**config.mk**
```make
export PLATFORM = sky130hd
export DESIGN_NAME = priority_slot_queue_unit_flat
export DESIGN_NICKNAME = d
export VERILOG_FILES = /design/src/psq_pkg.sv /design/src/psq_if.sv /design/src/priority_slot_queue_unit.sv /design/src/flat_wrapper.sv
export SDC_FILE = /design/constraint.sdc
export NUM_CORES = 1
export LEC_CHECK = 0
export ABC_CLOCK_PERIOD_IN_PS = 7660
export BUFFER_PORTS_ARGS = -buffer_cell sky130_fd_sc_hd__buf_2
export CORE_MARGIN = 2
export CORE_UTILIZATION = 23
export CTS_CLUSTER_SIZE = 40
export DETAILED_ROUTE_END_ITERATION = 7
export SKIP_LAST_GASP = 1
export SLEW_MARGIN = 25
export SYNTH_ARGS = -nofsm -noshare
export SYNTH_HDL_FRONTEND = slang
export SYNTH_SLANG_ARGS = --single-unit
```
**constraint.sdc**
```tcl
create_clock -name i_clk -period 7.66 [get_ports i_clk]
set_clock_uncertainty 0.2 [all_clocks]
set_input_delay 2.298 -clock i_clk [delete_from_list [all_inputs] [get_ports i_clk]]
set_output_delay 2.298 -clock i_clk [all_outputs]
set_load 0.1 [all_outputs]
```
**src/psq_pkg.sv**
```systemverilog
`default_nettype none
// ----------------------------------------------------------------------------
// psq_pkg
// shared types and codes of the priority slot queue
// ----------------------------------------------------------------------------
package psq_pkg;

    localparam int CMD_W  = 2;
    localparam int HELD_W = 5;
    localparam int CFG_W  = 5;
    localparam int CFG_IDX_W = 1;

    typedef logic [CMD_W-1:0] t_cmd;
    typedef logic [CFG_IDX_W-1:0] t_cfg_idx;

    localparam t_cmd CMD_ENQUEUE = 2'd0;
    localparam t_cmd CMD_DEQUEUE = 2'd1;
    localparam t_cmd CMD_PEEK    = 2'd2;

    localparam t_cfg_idx CFG_SLOTS_IN_USE = 1'd0;
    localparam t_cfg_idx CFG_ORDER_MODE   = 1'd1;

endpackage
`default_nettype wire

```
**src/psq_if.sv**
```systemverilog
`default_nettype none
// ----------------------------------------------------------------------------
// psq_if
// valid/ready channels carrying command items in and result items out
// ----------------------------------------------------------------------------
interface psq_in_if #(
    parameter int PRIORITY_BITS = 16,
    parameter int PAYLOAD_BITS  = 32
);
    logic                     valid;
    logic                     ready;
    logic [psq_pkg::CMD_W-1:0] command;
    logic [PRIORITY_BITS-1:0] entry_priority;
    logic [PAYLOAD_BITS-1:0]  entry_payload;

    modport source (output valid, command, entry_priority, entry_payload, input ready);
    modport sink   (input valid, command, entry_priority, entry_payload, output ready);
endinterface

interface psq_out_if #(
    parameter int PRIORITY_BITS = 16,
    parameter int PAYLOAD_BITS  = 32
);
    logic                      valid;
    logic                      ready;
    logic                      ok;
    logic [PRIORITY_BITS-1:0]  out_priority;
    logic [PAYLOAD_BITS-1:0]   out_payload;
    logic [psq_pkg::HELD_W-1:0] entries_held;
    logic                      is_empty;

    modport source (output valid, ok, out_priority, out_payload, entries_held, is_empty,
                    input ready);
    modport sink   (input valid, ok, out_priority, out_payload, entries_held, is_empty,
                    output ready);
endinterface
`default_nettype wire

```
**src/priority_slot_queue_unit.sv**
```systemverilog
`default_nettype none
// ----------------------------------------------------------------------------
// priority_slot_queue_unit
// slot-based priority queue: enqueue, dequeue best, peek best
// ----------------------------------------------------------------------------
// One command item is worked on at a time. Priorities and payloads live in a
// single-port synchronous memory of MAX_SLOTS entries, with a valid bit per
// slot in flip-flops. Enqueue walks the valid bits from slot 0 and writes
// the first free slot. Dequeue and peek read one slot per cycle from the
// memory and compare it against the best so far. An unused command code
// skips the scan and goes straight to the result. The finished result sits
// in an output register, so the next item is taken while it waits. Ties go
// to the lowest slot. Configuration must be written only while the block is
// idle; the block itself does not enforce this.
module priority_slot_queue_unit #(
    parameter int MAX_SLOTS     = 16,
    parameter int PRIORITY_BITS = 16,
    parameter int PAYLOAD_BITS  = 32
) (
    input  wire                          i_clk,
    input  wire                          i_rst_n,
    input  wire                          i_cfg_we,
    input  wire [psq_pkg::CFG_IDX_W-1:0] i_cfg_index,
    input  wire [psq_pkg::CFG_W-1:0]     i_cfg_data,
    psq_in_if.sink                       i_in,
    psq_out_if.source                    o_out
);
    import psq_pkg::*;

    localparam int IW = (MAX_SLOTS > 1) ? $clog2(MAX_SLOTS) : 1;
    localparam int CW = $clog2(MAX_SLOTS + 1);
    localparam int MW = PRIORITY_BITS + PAYLOAD_BITS;

    typedef enum logic [3:0] {
        S_IDLE = 4'b0001,
        S_SCAN = 4'b0010,
        S_LAST = 4'b0100,
        S_DONE = 4'b1000
    } t_state;

    t_state                   r_state, n_state;
    logic [CFG_W-1:0]         r_slots;
    logic                     r_order;
    logic [MAX_SLOTS-1:0]     r_valid;
    logic [CW-1:0]            r_count, n_count;

    t_cmd                     r_cmd;
    logic [PRIORITY_BITS-1:0] r_pri_in;
    logic [PAYLOAD_BITS-1:0]  r_pay_in;
    logic [CW-1:0]            r_idx;
    logic                     r_p_act;
    logic                     r_p_vld;
    logic [IW-1:0]            r_p_idx;
    logic [MW-1:0]            r_q;
    logic                     r_found;
    logic [PRIORITY_BITS-1:0] r_best_pri;
    logic [PAYLOAD_BITS-1:0]  r_best_pay;
    logic [IW-1:0]            r_best_idx;

    logic                     r_ovalid;
    logic                     r_ok;
    logic [PRIORITY_BITS-1:0] r_opri;
    logic [PAYLOAD_BITS-1:0]  r_opay;
    logic [HELD_W-1:0]        r_oheld;
    logic                     r_oempty;

    logic [MW-1:0]            mem [MAX_SLOTS];

    logic [CW-1:0]            w_usable;
    logic                     w_more;
    logic                     w_cur_valid;
    logic                     w_is_fetch;
    logic                     w_mem_we;
    logic                     w_better;
    logic                     w_take;
    logic                     w_out_free;
    logic                     w_accept;
    logic [PRIORITY_BITS-1:0] w_q_pri;
    logic [PAYLOAD_BITS-1:0]  w_q_pay;

    // capacity saturates at the number of physical slots
    always_comb begin
        if (32'(r_slots) > 32'(MAX_SLOTS)) begin
            w_usable = CW'(MAX_SLOTS);
        end else begin
            w_usable = CW'(r_slots);
        end
    end

    assign w_more      = r_idx < w_usable;
    assign w_cur_valid = r_valid[r_idx[IW-1:0]];
    assign w_is_fetch  = (r_cmd == CMD_DEQUEUE) || (r_cmd == CMD_PEEK);
    assign w_mem_we    = (r_state == S_SCAN) && (r_cmd == CMD_ENQUEUE) && w_more && !w_cur_valid;
    assign w_out_free  = !r_ovalid || o_out.ready;
    assign w_accept    = (r_state == S_IDLE) && i_in.valid;

    assign w_q_pri = r_q[MW-1:PAYLOAD_BITS];
    assign w_q_pay = r_q[PAYLOAD_BITS-1:0];
    // strict compare keeps the earlier (lower) slot on a tie
    assign w_better = !r_found || (r_order ? (w_q_pri < r_best_pri) : (w_q_pri > r_best_pri));
    assign w_take   = r_p_act && r_p_vld && w_better;

    always_comb begin
        n_count = r_count;
        if (w_is_fetch && (r_cmd == CMD_DEQUEUE) && r_found && (r_count != '0)) begin
            n_count = r_count - CW'(1);
        end
    end

    always_comb begin
        n_state = r_state;
        case (r_state)
            S_IDLE: begin
                if (i_in.valid) begin
                    if ((i_in.command == CMD_ENQUEUE) || (i_in.command == CMD_DEQUEUE) ||
                        (i_in.command == CMD_PEEK)) begin
                        n_state = S_SCAN;
                    end else begin
                        n_state = S_DONE;
                    end
                end
            end
            S_SCAN: begin
                if (r_cmd == CMD_ENQUEUE) begin
                    if (!w_more || !w_cur_valid) begin
                        n_state = S_DONE;
                    end
                end else if (!w_more) begin
                    n_state = S_LAST;
                end
            end
            S_LAST: begin
                n_state = S_DONE;
            end
            S_DONE: begin
                if (w_out_free) begin
                    n_state = S_IDLE;
                end
            end
            default: begin
                n_state = S_IDLE;
            end
        endcase
    end

    // slot memory, one read or write port, registered read data
    always_ff @(posedge i_clk) begin
        if (w_mem_we) begin
            mem[r_idx[IW-1:0]] <= {r_pri_in, r_pay_in};
        end
        r_q <= mem[r_idx[IW-1:0]];
    end

    // control state
    always_ff @(posedge i_clk) begin
        if (!i_rst_n) begin
            r_state  <= S_IDLE;
            r_slots  <= CFG_W'(16);
            r_order  <= 1'b0;
            r_valid  <= '0;
            r_count  <= '0;
            r_p_act  <= 1'b0;
            r_ovalid <= 1'b0;
        end else begin
            r_state <= n_state;
            if (i_cfg_we) begin
                case (i_cfg_index)
                    CFG_SLOTS_IN_USE: r_slots <= i_cfg_data;
                    CFG_ORDER_MODE:   r_order <= i_cfg_data[0];
                    default: begin
                    end
                endcase
            end
            case (r_state)
                S_IDLE: begin
                    r_p_act <= 1'b0;
                end
                S_SCAN: begin
                    r_p_act <= (r_cmd != CMD_ENQUEUE) && w_more;
                    if (w_mem_we) begin
                        r_valid[r_idx[IW-1:0]] <= 1'b1;
                        r_count                <= r_count + CW'(1);
                    end
                end
                S_LAST: begin
                    r_p_act <= 1'b0;
                end
                S_DONE: begin
                    if (w_out_free && w_is_fetch && (r_cmd == CMD_DEQUEUE) && r_found) begin
                        r_valid[r_best_idx] <= 1'b0;
                        r_count             <= n_count;
                    end
                end
                default: begin
                    r_p_act <= 1'b0;
                end
            endcase
            if ((r_state == S_DONE) && w_out_free) begin
                r_ovalid <= 1'b1;
            end else if (o_out.ready) begin
                r_ovalid <= 1'b0;
            end
        end
    end

    // item data, scan pipeline and result register
    always_ff @(posedge i_clk) begin
        if (w_accept) begin
            r_cmd    <= i_in.command;
            r_pri_in <= i_in.entry_priority;
            r_pay_in <= i_in.entry_payload;
            r_idx    <= '0;
            r_found  <= 1'b0;
        end else begin
            if (r_state == S_SCAN) begin
                r_idx   <= r_idx + CW'(1);
                r_p_vld <= w_cur_valid;
                r_p_idx <= r_idx[IW-1:0];
            end
            if (w_mem_we || w_take) begin
                r_found <= 1'b1;
            end
        end
        if (w_take) begin
            r_best_pri <= w_q_pri;
            r_best_pay <= w_q_pay;
            r_best_idx <= r_p_idx;
        end
        if ((r_state == S_DONE) && w_out_free) begin
            r_ok     <= r_found && ((r_cmd == CMD_ENQUEUE) || w_is_fetch);
            r_opri   <= (w_is_fetch && r_found) ? r_best_pri : '0;
            r_opay   <= (w_is_fetch && r_found) ? r_best_pay : '0;
            r_oheld  <= HELD_W'(n_count);
            r_oempty <= (n_count == '0);
        end
    end

    assign i_in.ready         = (r_state == S_IDLE);
    assign o_out.valid        = r_ovalid;
    assign o_out.ok           = r_ok;
    assign o_out.out_priority = r_opri;
    assign o_out.out_payload  = r_opay;
    assign o_out.entries_held = r_oheld;
    assign o_out.is_empty     = r_oempty;

endmodule
`default_nettype wire

```
**src/flat_wrapper.sv**
```systemverilog
// flat-port wrapper written by rule: the top's interface ports become plain ports
module priority_slot_queue_unit_flat import psq_pkg::*;
#(
    parameter int MAX_SLOTS     = 16,
    parameter int PRIORITY_BITS = 16,
    parameter int PAYLOAD_BITS  = 32
)
  (i_clk, i_rst_n, i_cfg_we, i_cfg_index, i_cfg_data, i_in_valid, i_in_command, i_in_entry_priority, i_in_entry_payload, i_in_ready, o_out_valid, o_out_ok, o_out_out_priority, o_out_out_payload, o_out_entries_held, o_out_is_empty, o_out_ready);
  psq_in_if #(.PRIORITY_BITS(PRIORITY_BITS), .PAYLOAD_BITS(PAYLOAD_BITS)) i_in_i ();
  psq_out_if #(.PRIORITY_BITS(PRIORITY_BITS), .PAYLOAD_BITS(PAYLOAD_BITS)) o_out_i ();
  input  wire i_clk;
  input  wire i_rst_n;
  input  wire i_cfg_we;
  input  wire [psq_pkg::CFG_IDX_W-1:0] i_cfg_index;
  input  wire [psq_pkg::CFG_W-1:0] i_cfg_data;
  input wire logic [$bits(i_in_i.valid)-1:0] i_in_valid;
  input wire logic [$bits(i_in_i.command)-1:0] i_in_command;
  input wire logic [$bits(i_in_i.entry_priority)-1:0] i_in_entry_priority;
  input wire logic [$bits(i_in_i.entry_payload)-1:0] i_in_entry_payload;
  output wire logic [$bits(i_in_i.ready)-1:0] i_in_ready;
  output wire logic [$bits(o_out_i.valid)-1:0] o_out_valid;
  output wire logic [$bits(o_out_i.ok)-1:0] o_out_ok;
  output wire logic [$bits(o_out_i.out_priority)-1:0] o_out_out_priority;
  output wire logic [$bits(o_out_i.out_payload)-1:0] o_out_out_payload;
  output wire logic [$bits(o_out_i.entries_held)-1:0] o_out_entries_held;
  output wire logic [$bits(o_out_i.is_empty)-1:0] o_out_is_empty;
  input wire logic [$bits(o_out_i.ready)-1:0] o_out_ready;
  assign i_in_i.valid = i_in_valid;
  assign i_in_i.command = i_in_command;
  assign i_in_i.entry_priority = i_in_entry_priority;
  assign i_in_i.entry_payload = i_in_entry_payload;
  assign i_in_ready = i_in_i.ready;
  assign o_out_valid = o_out_i.valid;
  assign o_out_ok = o_out_i.ok;
  assign o_out_out_priority = o_out_i.out_priority;
  assign o_out_out_payload = o_out_i.out_payload;
  assign o_out_entries_held = o_out_i.entries_held;
  assign o_out_is_empty = o_out_i.is_empty;
  assign o_out_i.ready = o_out_ready;
  priority_slot_queue_unit #(.MAX_SLOTS(MAX_SLOTS), .PRIORITY_BITS(PRIORITY_BITS), .PAYLOAD_BITS(PAYLOAD_BITS)) u_core (.i_clk(i_clk), .i_rst_n(i_rst_n), .i_cfg_we(i_cfg_we), .i_cfg_index(i_cfg_index), .i_cfg_data(i_cfg_data), .i_in(i_in_i), .o_out(o_out_i));
endmodule
```
After elaboration in Yosys (flattened, before gate mapping)

Memory sizes are Yosys's and may differ from the RTL's. A register that Yosys moved wholly into a read port is not among the register bits.
Index checks and enable logic that the tools add are counted.

Bits in registers: 201
Latch bits: 0
RAM bits: 768
ROM bits: 0
Input port bits: 61
Output and inout bits: 57
Word-level logic and storage cells: 122
Memories: 1

Memory list:

| memory     | depth | bits a word | rd ports | clocked after memory_dff | write ports | RTL line                       | source |
|---|---|---|---|---|---|---|---|
| u_core.mem | 16    | 48          | 1        | 1                        | 1           | priority_slot_queue_unit.sv:67 | `logic [MW-1:0] mem [MAX_SLOTS];` |

$add $sub $neg: 3
Multiply operators: 0
Divide/modulo/power cells: 0
$lt $le $gt $ge: 8
Equal/unequal tests: 14
Shift-type cells: 0
Muxes and demuxes: 27
Bitwise operators: 5
Reductions and logical operators: 42

Operator list:

| operator              | number |
|---|---|
| $mux W16              | 2 |
| $pmux W16 S2          | 1 |
| $mux W4               | 6 |
| $mux W5               | 4 |
| $logic_and A1 B1 Y1   | 18 |
| $and A16 B16 Y16      | 1 |
| $gt A16 B16 Y1        | 1 |
| $lt A16 B16 Y1        | 1 |
| $not A16 Y16          | 1 |
| $or A16 B16 Y16       | 1 |
| $pmux W4 S4           | 1 |
| $add A5 B1 Y5 const B | 2 |
| $lt A4 B5 Y1 const B  | 2 |
| $pmux W5 S2           | 1 |
| $demux W1 S4          | 2 |
| $ge A4 B1 Y1 const B  | 2 |
| $logic_or A1 B1 Y1    | 8 |
| $mux W1               | 8 |
| $ne A2 B1 Y1 const B  | 3 |
| $ne A3 B3 Y1 const B  | 2 |
| $reduce_and A2 Y1     | 3 |
| $reduce_bool A2 Y1    | 3 |
| $gt A5 B5 Y1 const B  | 1 |
| $logic_not A5 Y1      | 1 |
| 17 further kinds      | 24 |

Depth between registers and ports, before layout

Word-level depth: 8
Depth in mapped cells: 10
Gate-level depth less buffers: 8

Worst setup path before layout

Ideal clock, no wire load.

Path kind: register -> register
From: reg u_core.r_best_pri[11]
To: reg u_core.r_best_idx[0] (enable)
Setup time: 0.556 ns
Data arrival time: 5.509 ns
Required time: 6.904 ns
Setup slack: 1.395 ns
Cell stages (with the launch flop): 8
Buffers on the path: 0
Clock period less this slack: 6.265 ns
Path through: edfxtp_1 -> inv_1 -> ha_1 -> and3_1 -> a211oi_1 -> a21oi_1 -> o311a_1 -> a311oi_1

Word-level cells in the longest chain between the ends: 4
Elaborated cells on any way between the ends: 5
Those cells by class: order compare: 2; mux: 1; reduce/logical: 2

Ends and longest elaborated chain:

| element                                                 | RTL line                        | source |
|---|---|---|
| start: declaration                                      | priority_slot_queue_unit.sv:56  | `logic [PRIORITY_BITS-1:0] r_best_pri;` |
| start signal: assignment                                | priority_slot_queue_unit.sv:225 | `r_best_pri <= w_q_pri;` |
| $gt A16 B16 Y1 / $lt A16 B16 Y1 (equally long branches) | priority_slot_queue_unit.sv:100 | `assign w_better = !r_found \|\| (r_order ? (w_q_pri < r_best_pri) : (w_q_pri > r_best_pri));` |
| $mux W1 *                                               | priority_slot_queue_unit.sv:100 |  |
| $logic_or A1 B1 Y1 *                                    | priority_slot_queue_unit.sv:100 |  |
| $logic_and A1 B1 Y1 *                                   | priority_slot_queue_unit.sv:101 | `assign w_take = r_p_act && r_p_vld && w_better;` |
| net u_core.w_take                                       | priority_slot_queue_unit.sv:75  | `logic w_take;` |
| end signal: assignment                                  | priority_slot_queue_unit.sv:227 | `r_best_idx <= r_p_idx;` |
| end: declaration                                        | priority_slot_queue_unit.sv:58  | `logic [IW-1:0] r_best_idx;` |

Mark *: on every way through the listed nets, which the timed path passes. The rest lies on a longest branch.
A chain may end at the register's enable or synchronous reset.

Worst setup path in the final report

From: reg u_core.r_state[1]
To: out i_in_ready

Word-level cells in the longest chain between the ends: 1

Ends and longest elaborated chain:

| element                  | RTL line                        | source |
|---|---|---|
| start: declaration       | priority_slot_queue_unit.sv:41  | `t_state r_state, n_state;` |
| start signal: assignment | priority_slot_queue_unit.sv:165 | `r_state <= n_state;` |
| $eq A4 B1 Y1             | priority_slot_queue_unit.sv:238 | `assign i_in.ready = (r_state == S_IDLE);` |
| end: declaration         | flat_wrapper.sv:20              | `output wire logic [$bits(i_in_i.ready)-1:0] i_in_ready;` |

No other way between the ends.

==> flow_metrics.tcl <==
set metrics [dict create \
    status "finished, final reports clean" \
    top_usage_layer "met2" \
    post_cts_resized 0 \
    path_cells "nor2_1, nand2_1, nor2_1, buf_2" \
    synth-seq-cells 1017 \
    synthMuxAreaShare_pct 14.8 \
    ys_top_cells_by_count "930 x edfxtp_1, 242 x mux4_2, 87 x dfxtp_1, 65 x and3_1, 58 x clkbuf_1" \
    fin_crit_ns 4.49 \
    grtUsageMet3_pct 2.00 \
    grt_pass1_wl_mm 122 \
    setup-violations-final 0 \
    detail-route-antenna-nets 0 \
    rsz0062_at_grt "false" \
    path_buf_inv 1 \
    core_area_um2 163000 \
    die-height_um 410 \
    cts.sinks 1017 \
    required_ns 5.16 \
    crit_path_start_kind "flip-flop" \
    synth_top_cell_area_share_pct 73.8 \
    cp-end-kind "primary output" \
    fin_tns_setup_ns 0 \
    use_met2_pct 14.9 \
    worstSetupPathType "flip-flop to primary output" \
    cts-root-buf "clkbuf_16" \
    drv_cap 0 \
    ys_types 56 \
    synth-edff-count 930 \
    viasPerCell 4.14 \
    ys_warn_count 0 \
    io-pin-count 118 \
    cts_setup_buffers 0 \
    critPathMaxFanout 9 \
    drtIter0Drc 1698 \
    drt-total-wl_mm 83.4 \
    fin_area_um2 44400 \
    grt_overflow 0 \
    setup_ws_ns 3.17 \
    p_leak_nw 13.7 \
    dp_hpwl_mm 45.3 \
    drc 0 \
    tritoncts "built" \
    initial_core_util_pct 23.2 \
    clk_latency_ns 0.67 \
    grt_pass1_vias 17486 \
    wl_per_cell_um 20.3 \
    synth_cells 1697 \
    grt_util_met1_pct 14.1 \
    peakVddDrop_mv 0.170 \
    p_per_area_nw_per_um2 280 \
    placed_cell_area_um2 41100 \
    area_delta_synth_final_pct 17.3 \
    antenna_found_initial 7 \
    cts_hold_buffers 0 \
    netlist_area_um2 37800 \
    synth_top_area_cell "edfxtp_1" \
    fp-row-count 148 \
    yosysSeqAreaShare_pct 78.4 \
    finalCritPeriodShare_pct 58.6 \
    async_flop_share_pct 0 \
    die_w_um 410 \
    crit_arrival_ns 1.99 \
    clk_pin_slew_ns 0.07 \
    synth.avg_cell_area_um2 22.3 \
    maxSlewHeadroom_pct 31.4 \
    synth_nets 1788 \
    synthAdderAreaFrac_pct 0.992 \
    fin_util_pct 27.2 \
    synth_xor_area_share_pct 0.162 \
    synth_flop_cell "edfxtp_1" \
    clockBufferDepth 3 \
    slew_violations 0 \
    grtUsageTotal_pct 9.74 \
    dieArea_um2 168000 \
    cp_slowest_cell "buf_2" \
    cp_top_family "simple AND/OR/NAND/NOR gates" \
    hold_viol_final 0 \
    critical-path-max-stage-delay_ns 0.46 \
    yosysMostFrequentCell "edfxtp_1" \
    first_pass_iters 5 \
    fin_nets 1941 \
    dp_slack_ns 3.08 \
    synthTopCellsByArea "edfxtp_1 74%, mux4_2 14%, dfxtp_1 4.6%" \
    yosys.area_share.simple_pct 2.79 \
    cp_common_cell "nor2_1" \
    synth_compound_area_share_pct 1.69 \
    grt_max_degree 104 \
    worst_slew_pin_slew_ns 1.03 \
    drive_gt1_share_pct 29.1 \
    max_clock_freq_mhz 223 \
    place_congestion 0.743 \
    tritoncts.num_buffers 97 \
    htree_levels 3 \
    vias 17018 \
    synth_top_family_by_area "multiplexers" \
    hp-class "flip-flop to flip-flop" \
    io_buffers 117 \
]
[logic make-up after synthesis]
logic type | after synthesis
simple gates | 185
mux | 256
xor+xnor | 7
fa+ha+maj | 30
buf+inv | 114
compound gates | 88
flops | 1017
[layer usage]
| layer | vias up | wire, um | share of wire, % |
|---|---|---|---|
| met5 | - | 21 | 0.025 |
| li1 | 7423 | - | - |
| met3 | 118 | 4420 | 5.3 |
| met1 | 9039 | 39600 | 47 |
| met4 | 4 | 1450 | 1.7 |
| met2 | 434 | 37900 | 45 |
[power by group]
group / internal (mW) / switching (mW) / total [mW]
logic: 0.502 / 0.540 / 1.04
registers: 6.34 / 0.228 / 6.57
clock network: 2.75 / 2.09 / 4.84
total: 9.59 / 2.86 / 12.5
[worst register-to-register path: cells and delay by family, from the launching register on]
| kind | cells | cell delay [ns] |
|---|---|---|
| multiplexers | 1 | 0.66 |
| buffers and inverters | 2 | 1.02 |
| AND/OR/NAND/NOR | 1 | 0.29 |
| flip-flops | 1 | 0.90 |
| AO/OA/AOI/OAI | 1 | 0.51 |
[final timing paths]
kind,from,cells after the start,slack [ns],endpoint
worst min register to register,u_core.r_q[25],0,0.20,u_core.r_best_pay[25]
worst min-delay path,u_core.r_q[25],0,0.20,u_core.r_best_pay[25]
worst max register to register,u_core.r_idx[1],5,3.70,u_core.mem[3][24]
worst max-delay path,u_core.r_state[1],4,3.17,i_in_ready
[through the flow]
step	instances	power (mW)	hold WS, ns
final	4107	12.5	0.201
after global routing	4107	12.9	0.206
after CTS	4102	12.6	0.202
after detailed placement	3922	7.76	0.189
after global placement	3922	7.74	0.189
after floorplan	1697	7.39	0.186
[area by class of cell]
class	instances	area, um^2
Antenna cell	1	2.50
Sequential cell	1017	29700
Clock inverter	57	644
Clock buffer	123	2550
Multi-Input combinational cell	566	7840
Timing Repair Buffer	138	828
Fill cell	16010	119000
Inverter	30	114
Tap cell	2175	2720
[registers in the layout, indices dropped and copies added, names as in the netlist]
signal and count:
u_core.r_found 1, u_core.r_idx 5, u_core.o_out.ok 1, u_core.r_valid 16, u_core.r_slots 5, u_core.o_out.out_payload 32
u_core.r_best_idx 4, u_core.r_count 5, u_core.mem 768, u_core.r_p_vld 1, u_core.r_order 1, u_core.r_pay_in 32
u_core.r_best_pay 32, u_core.o_out.entries_held 5, u_core.r_cmd 2, u_core.r_p_act 1, u_core.o_out.out_priority 16, u_core.o_out.is_empty 1
u_core.r_best_pri 16, u_core.o_out.valid 1, u_core.r_state 4, u_core.r_q 48, u_core.r_pri_in 16, u_core.r_p_idx 4
[placed cells by master (no fill, tap or decap), types with 18 or more instances in the layout]
cell type,synthesis,final
a21oi_1,21,21
and3_1,65,53
buf_2,4,117
clkbuf_1,58,23
clkbuf_16,0,97
clkinv_1,0,18
clkinv_2,0,18
dfxtp_1,87,82
edfxtp_1,930,930
ha_1,30,29
inv_1,30,29
mux4_2,242,242
nand2_1,33,33
nor2_1,19,18
No activity file was read; power rests on OpenSTA's default activity.
